$ cat config.mk
export PLATFORM = sky130hd
export DESIGN_NAME = aes_ctrl
export DESIGN_NICKNAME = d
export VERILOG_FILES = /design/src/sv/aes_pkg.sv /design/src/sv/aes_ctrl.sv
export VERILOG_INCLUDE_DIRS = /design/src /design/src/sv
export SDC_FILE = /design/constraint.sdc
export NUM_CORES = 1
export LEC_CHECK = 0
export BUFFER_PORTS_ARGS = -buffer_cell sky130_fd_sc_hd__buf_2
export CAP_MARGIN = 15
export CORE_AREA = 3 3 42 44
export CTS_CLUSTER_DIAMETER = 40
export DETAILED_ROUTE_END_ITERATION = 8
export DIE_AREA = 0 0 45 47
export PLACE_DENSITY = 0.72
export SLEW_MARGIN = 25
export SYNTH_ARGS = -nofsm -noshare
export SYNTH_HDL_FRONTEND = slang
export SYNTH_SLANG_ARGS = --single-unit
export TNS_END_PERCENT = 30
$ cat constraint.sdc
create_clock -name clk -period 2.25 [get_ports clk]
set_input_delay 0.675 -clock clk [delete_from_list [all_inputs] [get_ports clk]]
set_output_delay 0.675 -clock clk [all_outputs]
set_load 0.05 [all_outputs]
$ cat src/sv/aes256_block_cipher_top_macros.svh
`ifndef AES256_BLOCK_CIPHER_TOP_MACROS_SVH
`define AES256_BLOCK_CIPHER_TOP_MACROS_SVH

// Assertion helpers. Each one is sampled on clk and is off while arst_n is low.
`define AES_ASSERT_SAME(lbl, ante, cons, msg) \
	lbl: assert property (@(posedge clk) disable iff (!arst_n) (ante) |-> (cons)) \
		else $error(msg);

`define AES_ASSERT_NEXT(lbl, ante, cons, msg) \
	lbl: assert property (@(posedge clk) disable iff (!arst_n) (ante) |=> (cons)) \
		else $error(msg);

`endif

$ cat src/sv/aes_pkg.sv
package aes_pkg;

	localparam int NUM_ROUNDS = 14;
	localparam int RK_ROWS = NUM_ROUNDS + 1;
	localparam int ROW_W = $clog2(RK_ROWS);
	localparam logic [ROW_W-1:0] LAST_ROW = ROW_W'(NUM_ROUNDS);
	localparam int NUM_KEY_REGS = 4;
	localparam int IDX_W = $clog2(NUM_KEY_REGS);

	typedef struct packed {
		logic load;
		logic exp_en;
		logic [ROW_W-1:0] exp_row;
		logic [ROW_W-1:0] rd_step;
		logic run_en;
		logic [ROW_W-1:0] step;
		logic out_load;
	} cmd_t;

	localparam logic [7:0] SBOX [256] = '{
		8'h63,8'h7c,8'h77,8'h7b,8'hf2,8'h6b,8'h6f,8'hc5,8'h30,8'h01,8'h67,8'h2b,8'hfe,8'hd7,8'hab,8'h76,
		8'hca,8'h82,8'hc9,8'h7d,8'hfa,8'h59,8'h47,8'hf0,8'had,8'hd4,8'ha2,8'haf,8'h9c,8'ha4,8'h72,8'hc0,
		8'hb7,8'hfd,8'h93,8'h26,8'h36,8'h3f,8'hf7,8'hcc,8'h34,8'ha5,8'he5,8'hf1,8'h71,8'hd8,8'h31,8'h15,
		8'h04,8'hc7,8'h23,8'hc3,8'h18,8'h96,8'h05,8'h9a,8'h07,8'h12,8'h80,8'he2,8'heb,8'h27,8'hb2,8'h75,
		8'h09,8'h83,8'h2c,8'h1a,8'h1b,8'h6e,8'h5a,8'ha0,8'h52,8'h3b,8'hd6,8'hb3,8'h29,8'he3,8'h2f,8'h84,
		8'h53,8'hd1,8'h00,8'hed,8'h20,8'hfc,8'hb1,8'h5b,8'h6a,8'hcb,8'hbe,8'h39,8'h4a,8'h4c,8'h58,8'hcf,
		8'hd0,8'hef,8'haa,8'hfb,8'h43,8'h4d,8'h33,8'h85,8'h45,8'hf9,8'h02,8'h7f,8'h50,8'h3c,8'h9f,8'ha8,
		8'h51,8'ha3,8'h40,8'h8f,8'h92,8'h9d,8'h38,8'hf5,8'hbc,8'hb6,8'hda,8'h21,8'h10,8'hff,8'hf3,8'hd2,
		8'hcd,8'h0c,8'h13,8'hec,8'h5f,8'h97,8'h44,8'h17,8'hc4,8'ha7,8'h7e,8'h3d,8'h64,8'h5d,8'h19,8'h73,
		8'h60,8'h81,8'h4f,8'hdc,8'h22,8'h2a,8'h90,8'h88,8'h46,8'hee,8'hb8,8'h14,8'hde,8'h5e,8'h0b,8'hdb,
		8'he0,8'h32,8'h3a,8'h0a,8'h49,8'h06,8'h24,8'h5c,8'hc2,8'hd3,8'hac,8'h62,8'h91,8'h95,8'he4,8'h79,
		8'he7,8'hc8,8'h37,8'h6d,8'h8d,8'hd5,8'h4e,8'ha9,8'h6c,8'h56,8'hf4,8'hea,8'h65,8'h7a,8'hae,8'h08,
		8'hba,8'h78,8'h25,8'h2e,8'h1c,8'ha6,8'hb4,8'hc6,8'he8,8'hdd,8'h74,8'h1f,8'h4b,8'hbd,8'h8b,8'h8a,
		8'h70,8'h3e,8'hb5,8'h66,8'h48,8'h03,8'hf6,8'h0e,8'h61,8'h35,8'h57,8'hb9,8'h86,8'hc1,8'h1d,8'h9e,
		8'he1,8'hf8,8'h98,8'h11,8'h69,8'hd9,8'h8e,8'h94,8'h9b,8'h1e,8'h87,8'he9,8'hce,8'h55,8'h28,8'hdf,
		8'h8c,8'ha1,8'h89,8'h0d,8'hbf,8'he6,8'h42,8'h68,8'h41,8'h99,8'h2d,8'h0f,8'hb0,8'h54,8'hbb,8'h16
	};

	localparam logic [7:0] INV_SBOX [256] = '{
		8'h52,8'h09,8'h6a,8'hd5,8'h30,8'h36,8'ha5,8'h38,8'hbf,8'h40,8'ha3,8'h9e,8'h81,8'hf3,8'hd7,8'hfb,
		8'h7c,8'he3,8'h39,8'h82,8'h9b,8'h2f,8'hff,8'h87,8'h34,8'h8e,8'h43,8'h44,8'hc4,8'hde,8'he9,8'hcb,
		8'h54,8'h7b,8'h94,8'h32,8'ha6,8'hc2,8'h23,8'h3d,8'hee,8'h4c,8'h95,8'h0b,8'h42,8'hfa,8'hc3,8'h4e,
		8'h08,8'h2e,8'ha1,8'h66,8'h28,8'hd9,8'h24,8'hb2,8'h76,8'h5b,8'ha2,8'h49,8'h6d,8'h8b,8'hd1,8'h25,
		8'h72,8'hf8,8'hf6,8'h64,8'h86,8'h68,8'h98,8'h16,8'hd4,8'ha4,8'h5c,8'hcc,8'h5d,8'h65,8'hb6,8'h92,
		8'h6c,8'h70,8'h48,8'h50,8'hfd,8'hed,8'hb9,8'hda,8'h5e,8'h15,8'h46,8'h57,8'ha7,8'h8d,8'h9d,8'h84,
		8'h90,8'hd8,8'hab,8'h00,8'h8c,8'hbc,8'hd3,8'h0a,8'hf7,8'he4,8'h58,8'h05,8'hb8,8'hb3,8'h45,8'h06,
		8'hd0,8'h2c,8'h1e,8'h8f,8'hca,8'h3f,8'h0f,8'h02,8'hc1,8'haf,8'hbd,8'h03,8'h01,8'h13,8'h8a,8'h6b,
		8'h3a,8'h91,8'h11,8'h41,8'h4f,8'h67,8'hdc,8'hea,8'h97,8'hf2,8'hcf,8'hce,8'hf0,8'hb4,8'he6,8'h73,
		8'h96,8'hac,8'h74,8'h22,8'he7,8'had,8'h35,8'h85,8'he2,8'hf9,8'h37,8'he8,8'h1c,8'h75,8'hdf,8'h6e,
		8'h47,8'hf1,8'h1a,8'h71,8'h1d,8'h29,8'hc5,8'h89,8'h6f,8'hb7,8'h62,8'h0e,8'haa,8'h18,8'hbe,8'h1b,
		8'hfc,8'h56,8'h3e,8'h4b,8'hc6,8'hd2,8'h79,8'h20,8'h9a,8'hdb,8'hc0,8'hfe,8'h78,8'hcd,8'h5a,8'hf4,
		8'h1f,8'hdd,8'ha8,8'h33,8'h88,8'h07,8'hc7,8'h31,8'hb1,8'h12,8'h10,8'h59,8'h27,8'h80,8'hec,8'h5f,
		8'h60,8'h51,8'h7f,8'ha9,8'h19,8'hb5,8'h4a,8'h0d,8'h2d,8'he5,8'h7a,8'h9f,8'h93,8'hc9,8'h9c,8'hef,
		8'ha0,8'he0,8'h3b,8'h4d,8'hae,8'h2a,8'hf5,8'hb0,8'hc8,8'heb,8'hbb,8'h3c,8'h83,8'h53,8'h99,8'h61,
		8'h17,8'h2b,8'h04,8'h7e,8'hba,8'h77,8'hd6,8'h26,8'he1,8'h69,8'h14,8'h63,8'h55,8'h21,8'h0c,8'h7d
	};

	function automatic logic [7:0] xt(input logic [7:0] b);
		return {b[6:0], 1'b0} ^ (b[7] ? 8'h1b : 8'h00);
	endfunction

	function automatic logic [31:0] sub_word(input logic [31:0] w);
		logic [31:0] t;
		for (int j = 0; j < 4; j++) t[8*j +: 8] = SBOX[w[8*j +: 8]];
		return t;
	endfunction

	function automatic logic [127:0] sub_bytes(input logic [127:0] s);
		logic [127:0] t;
		for (int k = 0; k < 16; k++) t[8*k +: 8] = SBOX[s[8*k +: 8]];
		return t;
	endfunction

	function automatic logic [127:0] inv_sub_bytes(input logic [127:0] s);
		logic [127:0] t;
		for (int k = 0; k < 16; k++) t[8*k +: 8] = INV_SBOX[s[8*k +: 8]];
		return t;
	endfunction

	function automatic logic [127:0] shift_rows(input logic [127:0] s);
		logic [127:0] t;
		for (int c = 0; c < 4; c++)
			for (int r = 0; r < 4; r++)
				t[8*(c*4+r) +: 8] = s[8*(((c+r)&3)*4+r) +: 8];
		return t;
	endfunction

	function automatic logic [127:0] inv_shift_rows(input logic [127:0] s);
		logic [127:0] t;
		for (int c = 0; c < 4; c++)
			for (int r = 0; r < 4; r++)
				t[8*(((c+r)&3)*4+r) +: 8] = s[8*(c*4+r) +: 8];
		return t;
	endfunction

	function automatic logic [127:0] mix_columns(input logic [127:0] s);
		logic [127:0] t;
		logic [7:0] a [4];
		for (int c = 0; c < 4; c++) begin
			for (int j = 0; j < 4; j++) a[j] = s[8*(c*4+j) +: 8];
			for (int r = 0; r < 4; r++)
				t[8*(c*4+r) +: 8] = xt(a[r]) ^ xt(a[(r+1)&3]) ^ a[(r+1)&3]
					^ a[(r+2)&3] ^ a[(r+3)&3];
		end
		return t;
	endfunction

	function automatic logic [127:0] inv_mix_columns(input logic [127:0] s);
		logic [127:0] t;
		logic [7:0] a [4];
		logic [7:0] x1 [4];
		logic [7:0] x2 [4];
		logic [7:0] x3 [4];
		for (int c = 0; c < 4; c++) begin
			for (int j = 0; j < 4; j++) begin
				a[j] = s[8*(c*4+j) +: 8];
				x1[j] = xt(a[j]);
				x2[j] = xt(x1[j]);
				x3[j] = xt(x2[j]);
			end
			for (int r = 0; r < 4; r++)
				t[8*(c*4+r) +: 8] = (x3[r] ^ x2[r] ^ x1[r])
					^ (x3[(r+1)&3] ^ x1[(r+1)&3] ^ a[(r+1)&3])
					^ (x3[(r+2)&3] ^ x2[(r+2)&3] ^ a[(r+2)&3])
					^ (x3[(r+3)&3] ^ a[(r+3)&3]);
		end
		return t;
	endfunction

endpackage

$ cat src/sv/aes_ctrl.sv
`include "aes256_block_cipher_top_macros.svh"

module aes_ctrl (
	input  logic clk,
	input  logic arst_n,
	input  logic wr_en,
	input  logic in_valid,
	output logic in_ready,
	output logic out_valid,
	input  logic out_ready,
	output aes_pkg::cmd_t cmd
);

	localparam logic [2:0] ST_IDLE = 3'd0;
	localparam logic [2:0] ST_EXPAND = 3'd1;
	localparam logic [2:0] ST_PREP = 3'd2;
	localparam logic [2:0] ST_RUN = 3'd3;
	localparam logic [2:0] ST_FIN = 3'd4;

	logic [2:0] state_q;
	logic [2:0] state_d;
	logic [aes_pkg::ROW_W-1:0] cnt_q;
	logic [aes_pkg::ROW_W-1:0] cnt_d;
	logic keys_ready_q;
	logic out_valid_q;
	logic accept;
	logic cnt_last;

	assign in_ready = (state_q == ST_IDLE);
	assign accept = in_valid && in_ready;
	assign out_valid = out_valid_q;
	assign cnt_last = (cnt_q == aes_pkg::LAST_ROW);

	always_comb begin
		state_d = state_q;
		cnt_d = cnt_q;
		cmd = '0;
		cmd.exp_row = cnt_q;
		cmd.step = cnt_q;
		cmd.rd_step = cnt_q;
		unique case (state_q)
			ST_IDLE: begin
				if (accept) begin
					cmd.load = 1'b1;
					cnt_d = '0;
					state_d = keys_ready_q ? ST_PREP : ST_EXPAND;
				end
			end
			ST_EXPAND: begin
				cmd.exp_en = 1'b1;
				if (cnt_last) begin
					cnt_d = '0;
					state_d = ST_PREP;
				end else begin
					cnt_d = cnt_q + 1'b1;
				end
			end
			ST_PREP: begin
				state_d = ST_RUN;
			end
			ST_RUN: begin
				cmd.run_en = 1'b1;
				if (cnt_last) begin
					state_d = ST_FIN;
				end else begin
					cmd.rd_step = cnt_q + 1'b1;
					cnt_d = cnt_q + 1'b1;
				end
			end
			ST_FIN: begin
				if (!out_valid_q || out_ready) begin
					cmd.out_load = 1'b1;
					state_d = ST_IDLE;
				end
			end
			default: begin
				state_d = ST_IDLE;
			end
		endcase
	end

	always_ff @(posedge clk or negedge arst_n) begin
		if (!arst_n) begin
			state_q <= ST_IDLE;
			cnt_q <= '0;
			keys_ready_q <= 1'b0;
			out_valid_q <= 1'b0;
		end else begin
			state_q <= state_d;
			cnt_q <= cnt_d;
			if (wr_en) begin
				keys_ready_q <= 1'b0;
			end else if (state_q == ST_EXPAND && cnt_last) begin
				keys_ready_q <= 1'b1;
			end
			if (cmd.out_load) begin
				out_valid_q <= 1'b1;
			end else if (out_ready) begin
				out_valid_q <= 1'b0;
			end
		end
	end

	`AES_ASSERT_NEXT(a_run_ends, (state_q == ST_RUN) && cnt_last, state_q == ST_FIN, "Round sequence did not end after the last round.")
	`AES_ASSERT_SAME(a_keys_before_run, cmd.run_en, keys_ready_q, "A round ran without an expanded key.")
	`AES_ASSERT_NEXT(a_accept_next, accept, (state_q == ST_EXPAND) || (state_q == ST_PREP), "An accepted word did not start processing.")
	`AES_ASSERT_NEXT(a_out_loaded, cmd.out_load, out_valid_q, "A finished result was not presented.")

endmodule

### Word level (Yosys, flattened, before mapping)

Cells that the tools add are included.

| word-level totals | value |
|---|---|
| flip-flop bits (word level) | 9 |
| input bits | 5 |
| output and inout port bits | 18 |
| word-level logic and storage cells | 44 |

| operators by class | value |
|---|---|
| $add $sub $neg | 1 |
| equality and inequality tests | 9 |
| muxes and demuxes | 20 |
| reductions and logical operators | 10 |

Operators with widths:

| operator | count |
|---|---|
| 3-bit case mux with 5 select lines | 1 |
| 3-bit two-way mux | 4 |
| 4-bit two-way mux | 3 |
| 4-bit case mux with 3 select lines | 1 |
| 1-bit two-way mux | 9 |
| 3-bit by 2-bit == test with 1-bit output (second input constant) | 2 |
| 2-bit inequality test (second input constant) | 3 |
| 5-bit two-way mux | 1 |
| 4-bit by 1-bit adder with 4-bit output (second input constant) | 1 |
| 4-bit == test (second input constant) | 1 |
| 4-bit AND reduction | 1 |
| 2-bit nonzero test | 2 |
| 3-bit by 1-bit == test with 1-bit output (second input constant) | 1 |
| 3-bit == test (second input constant) | 1 |
| 3-bit logical NOT | 1 |
| 3-bit nonzero test | 1 |
| 1-bit logical AND | 2 |
| 2-bit two-way mux | 1 |
| 2-bit by 1-bit inequality test with 1-bit output (second input constant) | 1 |
| 2-bit AND reduction | 1 |
| 1-bit logical NOT | 1 |
| 1-bit logical OR | 1 |

### Depth between registers and ports, before layout

Gate-level depths: netlist (run 1).

| logic depth | value |
|---|---|
| depth in word-level cells | 5 |
| gate-level depth with buffers | 8 |
| depth with buffers taken out | 8 |

### Worst setup path before layout (run 1)

OpenSTA, ideal clock, no wires.

| timing | value |
|---|---|
| kind | register -> output |
| from | register cnt_q[0] (netlist name) |
| to | output port cmd[6] (netlist name) |
| arrival | 2.327 ns |
| data required time | 1.575 ns |
| path slack | -0.752 ns |
| stages on the path, launching flop included | 7 |
| path buffers | 0 |
| cells stage by stage | dfrtp_1 inv_1 ha_1 and3_4 inv_4 ha_1 o21ai_1 |

RTL lines:

| what | line | RTL |
|---|---|---|
| start, declared | aes_ctrl.sv:22 | `logic [aes_pkg::ROW_W-1:0] cnt_q;` |
| start signal, assigned | aes_ctrl.sv:90 | `cnt_q <= cnt_d;` |
| end, declared | aes_ctrl.sv:11 | `output aes_pkg::cmd_t cmd` |

==> impl_metrics.tcl, run 1 <==
set metrics [dict create \
    rr_endpoint "cnt_q[0]" \
    antenna_found_initial 0 \
    grt_first_pass_wirelength_um 2390 \
    rr_startpoint "cnt_q[0]" \
    grtUsageMet1_pct 22.0 \
    htreeDepth 1 \
    busiest_layer "met2" \
    layout_common_cells "buf_2 (19), buf_4 (10), nand2_1 (5), nand2b_1 (5), dfrtp_1 (5)" \
    cts_tree "done" \
    cts_buffers 3 \
    cap_viol_max_count 0 \
    crit_end "cmd[6]" \
    yosys.cell_types.count 35 \
    grt_use_met3_pct 4.60 \
    die_h_um 47 \
    cts-root-buf "clkbuf_4" \
    ys_warn_count 0 \
    worst_pin_slew_ps 374 \
    coreArea_mm2 0.00147 \
    end_kind "output pin" \
    rows 14 \
    start_util_pct 44.4 \
    arrival_ps 1640 \
    vias 608 \
    wl_um 1580 \
    syn_inst 68 \
    area_growth_pct 42.5 \
    hold_path_class "in2async" \
    slew_headroom_pct 75.0 \
    path_class "reg2out" \
    drive_above_1_share_pct 54.1 \
    first_pass_iters 4 \
    clock_latency_ps 270 \
    rrSetupSlack_ps 770 \
    crit_path_start_kind "flip-flop" \
    grt_setup_unrepaired "true" \
    gp_congestion 0.772 \
    vias_per_cell 5.33 \
    portBuffers 22 \
    ys_ff_latch 9 \
    critPathRequiredTime_ps 1570 \
    setup_viol 2 \
    post_synth_instance_area_um2 653 \
    final_common_cell "buf_2" \
    drt_iter0_markers 14 \
    dieArea_mm2 0.00212 \
    cts.clk_slew.worst_paths_ps 70 \
    fmax_mhz 431 \
    slew_viol_final 0 \
    worstPathMaxFanout 5 \
    cts.sinks 9 \
    grt_pass1_vias 520 \
    n_antenna_cell 0 \
    fin_crit_sh_pct 103 \
    clockBufferDepth 2 \
    num_io_pins 23 \
    fin_cells 114 \
    hold_violations 0 \
    nets 108 \
    dpl.hpwl_um 1150 \
    violations "negative setup slack" \
    ant_nets 0 \
    period_needed_ps 2320 \
    worstSetupStartpoint "cnt_q[0]" \
    avgSynthCellArea_um2 9.60 \
    overflow 0 \
    rr_worst_depth 8 \
    syn_nets 77 \
    wl_per_cell_um 13.8 \
    run_status "finished with violations" \
    die_width_um 45 \
    grt_use_met2_pct 23.7 \
    grt_start_max_net_pins 12 \
    finClkSkew_ps 11.9 \
    remaining_drc_errors 0 \
    ys_seq_area_share_pct 34.5 \
    pre_cts_slack_ps 20.9 \
    fin_ws_ps -68.0 \
    dp_cells 108 \
    fin_util_pct 63.3 \
    track_usage_pct 16.1 \
]
[layout make-up]
type                    count  area [um^2]
repair buffers             32          200
fillers                   133          541
clock buffers               4         26.3
flip-flops and latches      9          230
multi-input cells          49          434
well taps                  16         20.0
inverters                   4         20.0
[critical path, cell delays in order (launching register included)]
cell     delay (ps)
dfrtp_2         430
inv_4            70
ha_4            130
and3_4          190
inv_4            50
ha_4            220
o21ai_4         110
buf_6           170
[logic make-up (layout without fill, tap and decap cells)]
family          count (synthesis)  after routing  synth area share (%)
simple gates                   25             25                  25.1
compound gates                 19             19                  21.3
buf+inv                        10             40                  10.2
flops                           9              9                  34.5
fa+ha+maj                       4              4                  7.66
xor+xnor                        1              1                  1.34
[how the worst min path moves through the flow]
stage	start	end
floorplan	arst_n	cnt_q[0]
global route	arst_n	state_q[2]
finish	arst_n	state_q[2]
global placement	keys_ready_q	keys_ready_q
detailed placement	out_valid	out_valid
CTS	arst_n	state_q[2]
[routing by layer]
layer	vias up	routed length, um
li1	303	-
met1	283	739
met2	18	725
met3	4	82
met4	0	29
met5	-	0
[state kept, by name (all words and copies together) (netlist names)]
signal	cells
cnt_q	4
keys_ready_q	1
out_valid	1
state_q	3
[synth_stat cells]
cell / instances / area share (%)
dfrtp_1: 9 / 34
buf_4: 5 / 5.7
nand2_1: 5 / 2.9
nand2b_1: 5 / 4.8
ha_1: 4 / 7.7
nor2_1: 4 / 2.3
a21oi_1: 3 / 2.3
a21o_1: 2 / 2.3
a221oi_1: 2 / 2.7
and3_1: 2 / 1.9
and4b_1: 2 / 3.1
inv_1: 2 / 1.1
a211o_1: 1 / 1.3
a211oi_1: 1 / 1.1
a311oi_1: 1 / 1.3
a31oi_1: 1 / 0.96
a41oi_1: 1 / 1.3
and2_1: 1 / 0.96
and3_4: 1 / 1.7
buf_6: 1 / 1.7
inv_2: 1 / 0.57
inv_4: 1 / 0.96
nand3_1: 1 / 0.77
nand3b_4: 1 / 3.1
nor2b_1: 1 / 0.96
nor3_1: 1 / 0.77
nor3b_2: 1 / 1.9
o211a_1: 1 / 1.5
o21ai_0: 1 / 0.77
o21ai_1: 1 / 0.77
o21bai_1: 1 / 1.1
o22a_1: 1 / 1.3
o22ai_1: 1 / 0.96
o2bb2ai_1: 1 / 1.3
xnor2_1: 1 / 1.3
[metrics by stage]
step	hold slack (ps)	TNS [ps]	instance area, um^2
floorplan	379	-228	711
global placement	501	0	852
detailed placement	503	0	852
CTS	249	-71.9	918
global route	252	-186	931
finish	240	-91.5	931
[what timing repair did]
| item | CTS | global route |
|---|---|---|
| setup buffers | 1 | 1 |
| gates resized for setup | 7 | 2 |
| gates cloned | 0 | 0 |
| pin swaps | 3 | 1 |
| setup endpoints to repair | 2 | 4 |
| hold buffers | 0 | 0 |
Power of run 1 is not shown: default switching activity piles up to over one toggle a cycle in this logic, so the estimate is an artifact.
==> inputs of run 2 (changes only) <==
--- a/config.mk
+++ b/config.mk
@@ -13,6 +13,7 @@
 export DETAILED_ROUTE_END_ITERATION = 8
 export DIE_AREA = 0 0 45 47
 export PLACE_DENSITY = 0.72
+export SETUP_SLACK_MARGIN = 0.15
 export SLEW_MARGIN = 25
 export SYNTH_ARGS = -nofsm -noshare
 export SYNTH_HDL_FRONTEND = slang
==> run 2 against run 1 <==
  * The flow still finishes with violations (negative setup slack)
  * Critical path depth stayed put
  * Non-clock buffer count grew 3
  * First-iteration DRC count grew 14%
  * Largest cell class unchanged
==> impl_metrics.tcl, run 2 (synthesized netlist as in run 1, its figures left out) <==
set metrics [dict create \
    run_status "finished with violations" \
    violations "negative setup slack" \
    slew_viol_final 0 \
    fin_ws_ps -64.7 \
    cts_buffers 3 \
    drive_above_1_share_pct 58.4 \
    rrSetupSlack_ps 770 \
    finClkSkew_ps 1.85 \
    wl_um 1650 \
    area_growth_pct 54.6 \
    end_kind "output pin" \
    setup_viol 2 \
    holdBufCountCts 0 \
    rr_worst_depth 7 \
    hold_path_class "in2async" \
    die_h_um 47 \
    fin_area_mm2 0.00101 \
    arrival_ps 1640 \
    grt_start_max_net_pins 10 \
    portBuffers 22 \
    largest_reg_flops 4 \
    vias_per_cell 5.58 \
    coreArea_mm2 0.00147 \
    largestRegisters "cnt_q: 4 flops, state_q: 3 flops" \
    dp_cells 108 \
    wl_per_cell_um 14.1 \
    dieArea_mm2 0.00212 \
    hold_ws_ps 266 \
    top_register "cnt_q" \
    clock_latency_ps 260 \
    grt_pass1_vias 562 \
    place_area_um2 876 \
    first_pass_iters 4 \
    grt_setup_unrepaired "true" \
    hold_violations 0 \
    num_io_pins 23 \
    cts-root-buf "clkbuf_4" \
    clockBufferDepth 2 \
    cap_viol_max_count 0 \
    worstSetupStartpoint "cnt_q[0]" \
    n_antenna_cell 0 \
    slew_headroom_pct 75.0 \
    critPathRequiredTime_ps 1570 \
    rr_startpoint "cnt_q[0]" \
    ant_nets 0 \
    period_needed_ps 2310 \
    fmax_mhz 432 \
    dpl.hpwl_um 1230 \
    antenna_found_initial 0 \
    final_common_cell "buf_2" \
    cts.clk_slew.worst_paths_ps 60 \
    cts.sinks 9 \
    track_usage_pct 16.6 \
    grt_first_pass_wirelength_um 2570 \
    nets 111 \
    fin_cells 117 \
    crit_path_start_kind "flip-flop" \
    vias 653 \
    path_class "reg2out" \
    drt_iter0_markers 16 \
    rows 14 \
    overflow 0 \
    cts_tree "done" \
    worstPathMaxFanout 4 \
    start_util_pct 44.4 \
    pre_cts_slack_ps 66.9 \
    worst_pin_slew_ps 375 \
    layout_common_cells "buf_2 (15), buf_4 (14)" \
    remaining_drc_errors 0 \
    htreeDepth 1 \
    fin_crit_sh_pct 103 \
    gp_congestion 0.823 \
    die_width_um 45 \
]
## run 2: worst paths after layout
kind,endpoint
min in group clk,out_valid
max reg2reg,cnt_q[1]
max in group asynchronous,cnt_q[1]
max,cmd[6]
min,cnt_q[0]
min reg2reg,out_valid
## run 2: final cells by class
type	instances	area, um^2
inverters	4	25.0
clock buffers	4	26.3
flip-flops and latches	9	231
fillers	114	462
repair buffers	35	244
well taps	16	20.0
multi-input cells	49	463
## run 2: per-stage QoR
step                util [%]  setup TNS, ps
floorplan                  -          -66.7
global placement        59.5              0
detailed placement      59.5              0
CTS                     64.7           -126
global route            68.6           -197
finish                  68.6          -90.2
## run 2: repair_timing
item,CTS,global route
buffers inserted,2,3
pin swaps,2,3
gates resized for setup,13,8
cloned,0,0
setup endpoints to repair,6,7
## run 2: metal layers
metal / wire length (um) / part of all wire, % / GRT usage, % / vias to the layer above
li1: - / - / - / 317
met4: 21 / 1.3 / 3.51 / 0
met1: 733 / 45 / 23.4 / 315
met3: 81 / 4.9 / 3.45 / 2
met5: 0 / 0 / 0 / -
met2: 810 / 49 / 26.3 / 19
## run 2: worst max-delay path: stages (launching register included)
cell and delay (ps):
dfrtp_2 420, inv_4 70, ha_4 130, and3_4 200
inv_6 40, ha_4 220, o21ai_4 130, buf_6 170
Power of run 2 is left out for the same reason.
==> inputs of run 3 (changes only) <==
--- a/config.mk
+++ b/config.mk
@@ -6,6 +6,7 @@
 export SDC_FILE = /design/constraint.sdc
 export NUM_CORES = 1
 export LEC_CHECK = 0
+export ABC_AREA = 1
 export BUFFER_PORTS_ARGS = -buffer_cell sky130_fd_sc_hd__buf_2
 export CAP_MARGIN = 15
 export CORE_AREA = 3 3 42 44
==> run 3 against run 2 <==
  * The run still ends with negative setup slack left
  * Register-to-register slack improved by 160 ps
  * Sequential share of layout area increased by 1.5 points
  * Area after synthesis decreased by 0.38%
  * Cell area decreased by 6.1%
  * Via count increased by 6.1%
  * First-iteration DRC count increased by 31%
  * Critical path depth unchanged
  * Sequential cell count unchanged
  * Global-route usage increased by 1.7 points
  * Hold slack got worse by 11 ps
  * Clock skew increased by 2.9 ps
  * Count of clock-buffer cells in the layout unchanged
==> impl_metrics.tcl, run 3 <==
set metrics [dict create \
    layout_common_cells "nand2_1 (20), buf_2 (17), inv_1 (11), buf_4 (10)" \
    wl_um 1790 \
    overflow 0 \
    drt_iter0_markers 21 \
    rows 14 \
    rrSetupSlack_ps 930 \
    wl_per_cell_um 13.0 \
    grt_first_pass_wirelength_um 2690 \
    clock_latency_ps 260 \
    fillers 123 \
    cts.sinks 9 \
    rr_startpoint "cnt_q[0]" \
    worst_pin_slew_ps 365 \
    cp_common_cell "ha_4" \
    remaining_drc_errors 0 \
    pre_cts_slack_ps -34.6 \
    final_common_cell "nand2_1" \
    htreeDepth 1 \
    rr_worst_depth 6 \
    synth_compound_area_share_pct 10.0 \
    synth_edf_count 0 \
    grt_start_max_net_pins 10 \
    synth_area_leaders "dfrtp_1 (35%), nand2_1 (12%), ha_1 (7.7%)" \
    dp_cells 132 \
    cap_viol_max_count 0 \
    slew_headroom_pct 75.6 \
    gp_congestion 0.818 \
    die_h_um 47 \
    vias 693 \
    hold_violations 0 \
    synthArstFlopShare_pct 100 \
    holdBufCountCts 0 \
    start_util_pct 44.2 \
    crit_path_start_kind "flip-flop" \
    die_width_um 45 \
    period_needed_ps 2350 \
    ys_warn_count 0 \
    muxShareOfSynthArea_pct 0 \
    cts_buffers 3 \
    nets 132 \
    rr_endpoint "cnt_q[0]" \
    drive_above_1_share_pct 44.3 \
    fin_area_um2 948 \
    end_kind "output pin" \
    path_buf_inv 2 \
    fin_ws_ps -95.1 \
    syn_nets 99 \
    yosysTopAreaCellShare_pct 34.6 \
    arrival_ps 1670 \
    violations "negative setup slack" \
    avgSynthCellArea_um2 7.23 \
    ys_ff_latch 9 \
    top_register "cnt_q" \
    fmax_mhz 426 \
    first_pass_iters 6 \
    synthAdderAreaFrac_pct 7.69 \
    place_area_um2 822 \
    slew_viol_final 0 \
    cts-root-buf "clkbuf_4" \
    slowest_delay_ps 410 \
    cp_top_family "flip-flops" \
    num_io_pins 23 \
    largestRegisters "cnt_q: 4 flops, state_q: 3 flops" \
    fin_crit_sh_pct 104 \
    synth_top_area_cell "dfrtp_1" \
    ys_top_cells_by_count "nand2_1 (20), inv_1 (13), dfrtp_1 (9), nand3_1 (9), nor2_1 (8)" \
    vias_per_cell 5.02 \
    fin_cells 138 \
    n_antenna_cell 0 \
    clockBufferDepth 2 \
    ant_nets 0 \
    hold_path_class "in2async" \
    post_synth_instance_area_um2 651 \
    area_growth_pct 45.8 \
    dpl.hpwl_um 1230 \
    largest_reg_flops 4 \
    path_class "reg2out" \
    cts_tree "done" \
    yosys.cell_types.count 19 \
    run_status "finished with violations" \
    worstPathMaxFanout 2 \
    critPathRequiredTime_ps 1570 \
    portBuffers 22 \
    antenna_found_initial 0 \
    synth_top_family_by_area "simple AND/OR/NAND/NOR gates" \
    track_usage_pct 18.3 \
    synth_flop_cell "dfrtp_1" \
    coreArea_mm2 0.00147 \
    cts.clk_slew.worst_paths_ps 70 \
    grt_setup_unrepaired "true" \
    crit_chain "inv_2 -> ha_4 -> nand3_4 -> ha_4 -> or2_4 -> o21ai_4 -> buf_6" \
    setup_viol 2 \
    finClkSkew_ps 4.74 \
    yosys.area_share.xor_xnor_pct 1.35 \
    cpMaxStageDelayCell "dfrtp_2" \
    synth.most_common_cell "nand2_1" \
    synthSimpleGateAreaFrac_pct 31.3 \
    ys_seq_area_share_pct 34.6 \
    grt_pass1_vias 607 \
    dieArea_mm2 0.00212 \
    syn_inst 90 \
]
## run 3: cell types whose count changed after synthesis, sizes merged, moves of 3 or more
cell and change:
nand2b -5, inv +10, and3 -3, o21ai +5, nand4 +3, nand2 +16, nor2 +5, nand3 +8
## run 3: logic make-up after synthesis
| family | after synthesis |
|---|---|
| and+or+nand+nor | 45 |
| buffers and inverters | 19 |
| xor gates and xnor gates | 1 |
| adders and majority gates | 4 |
| AOI/OAI and AO/OA | 12 |
| DFF | 9 |
## run 3: worst max-delay path by stage
stage / endpoint / cells past startpoint / startpoint / slack, ps
2_1_floorplan: cmd[6] / 6 / cnt_q[0] / -190
3_3_place_gp: cmd[6] / 7 / cnt_q[0] / 30
3_5_place_dp: cmd[6] / 7 / cnt_q[0] / -30
4_1_cts: cmd[6] / 7 / cnt_q[0] / -80
5_1_grt: cmd[6] / 7 / cnt_q[0] / -160
6_report: cmd[6] / 7 / cnt_q[0] / -100
## run 3: metal layers
metal / track usage (%) / vias to the layer above / part of all wire [%]
met5: 0 / - / 0
met4: 14.0 / 0 / 2.6
met3: 3.07 / 4 / 4.5
met2: 29.1 / 22 / 48
met1: 22.1 / 319 / 45
li1: - / 348 / -
## run 3: final cells by class
class	count	area, um^2	area share, %
timing repair buffer	33	224	23.6
clock buffer	4	26.3	2.77
multi-input combinational	62	394	41.6
tap	16	20.0	2.11
inverter	14	52.6	5.54
sequential	9	231	24.4
## run 3: timing repair
item                                    in CTS  in global routing
setup buffers                                2                  0
pin swaps                                    7                  4
resized for setup                           18                  6
endpoints found under the setup margin       4                  6
gates cloned                                 0                  0
## run 3: through the flow
stage          hold WS (ps)  utilization (%)  TNS (ps)
3_3_place_gp            531             55.9         0
5_1_grt                 248             64.5      -332
6_report                255             64.5      -154
4_1_cts                 263             63.4      -155
2_1_floorplan           379                -      -538
3_5_place_dp            530             55.9     -34.6
Power of run 3 is left out for the same reason.
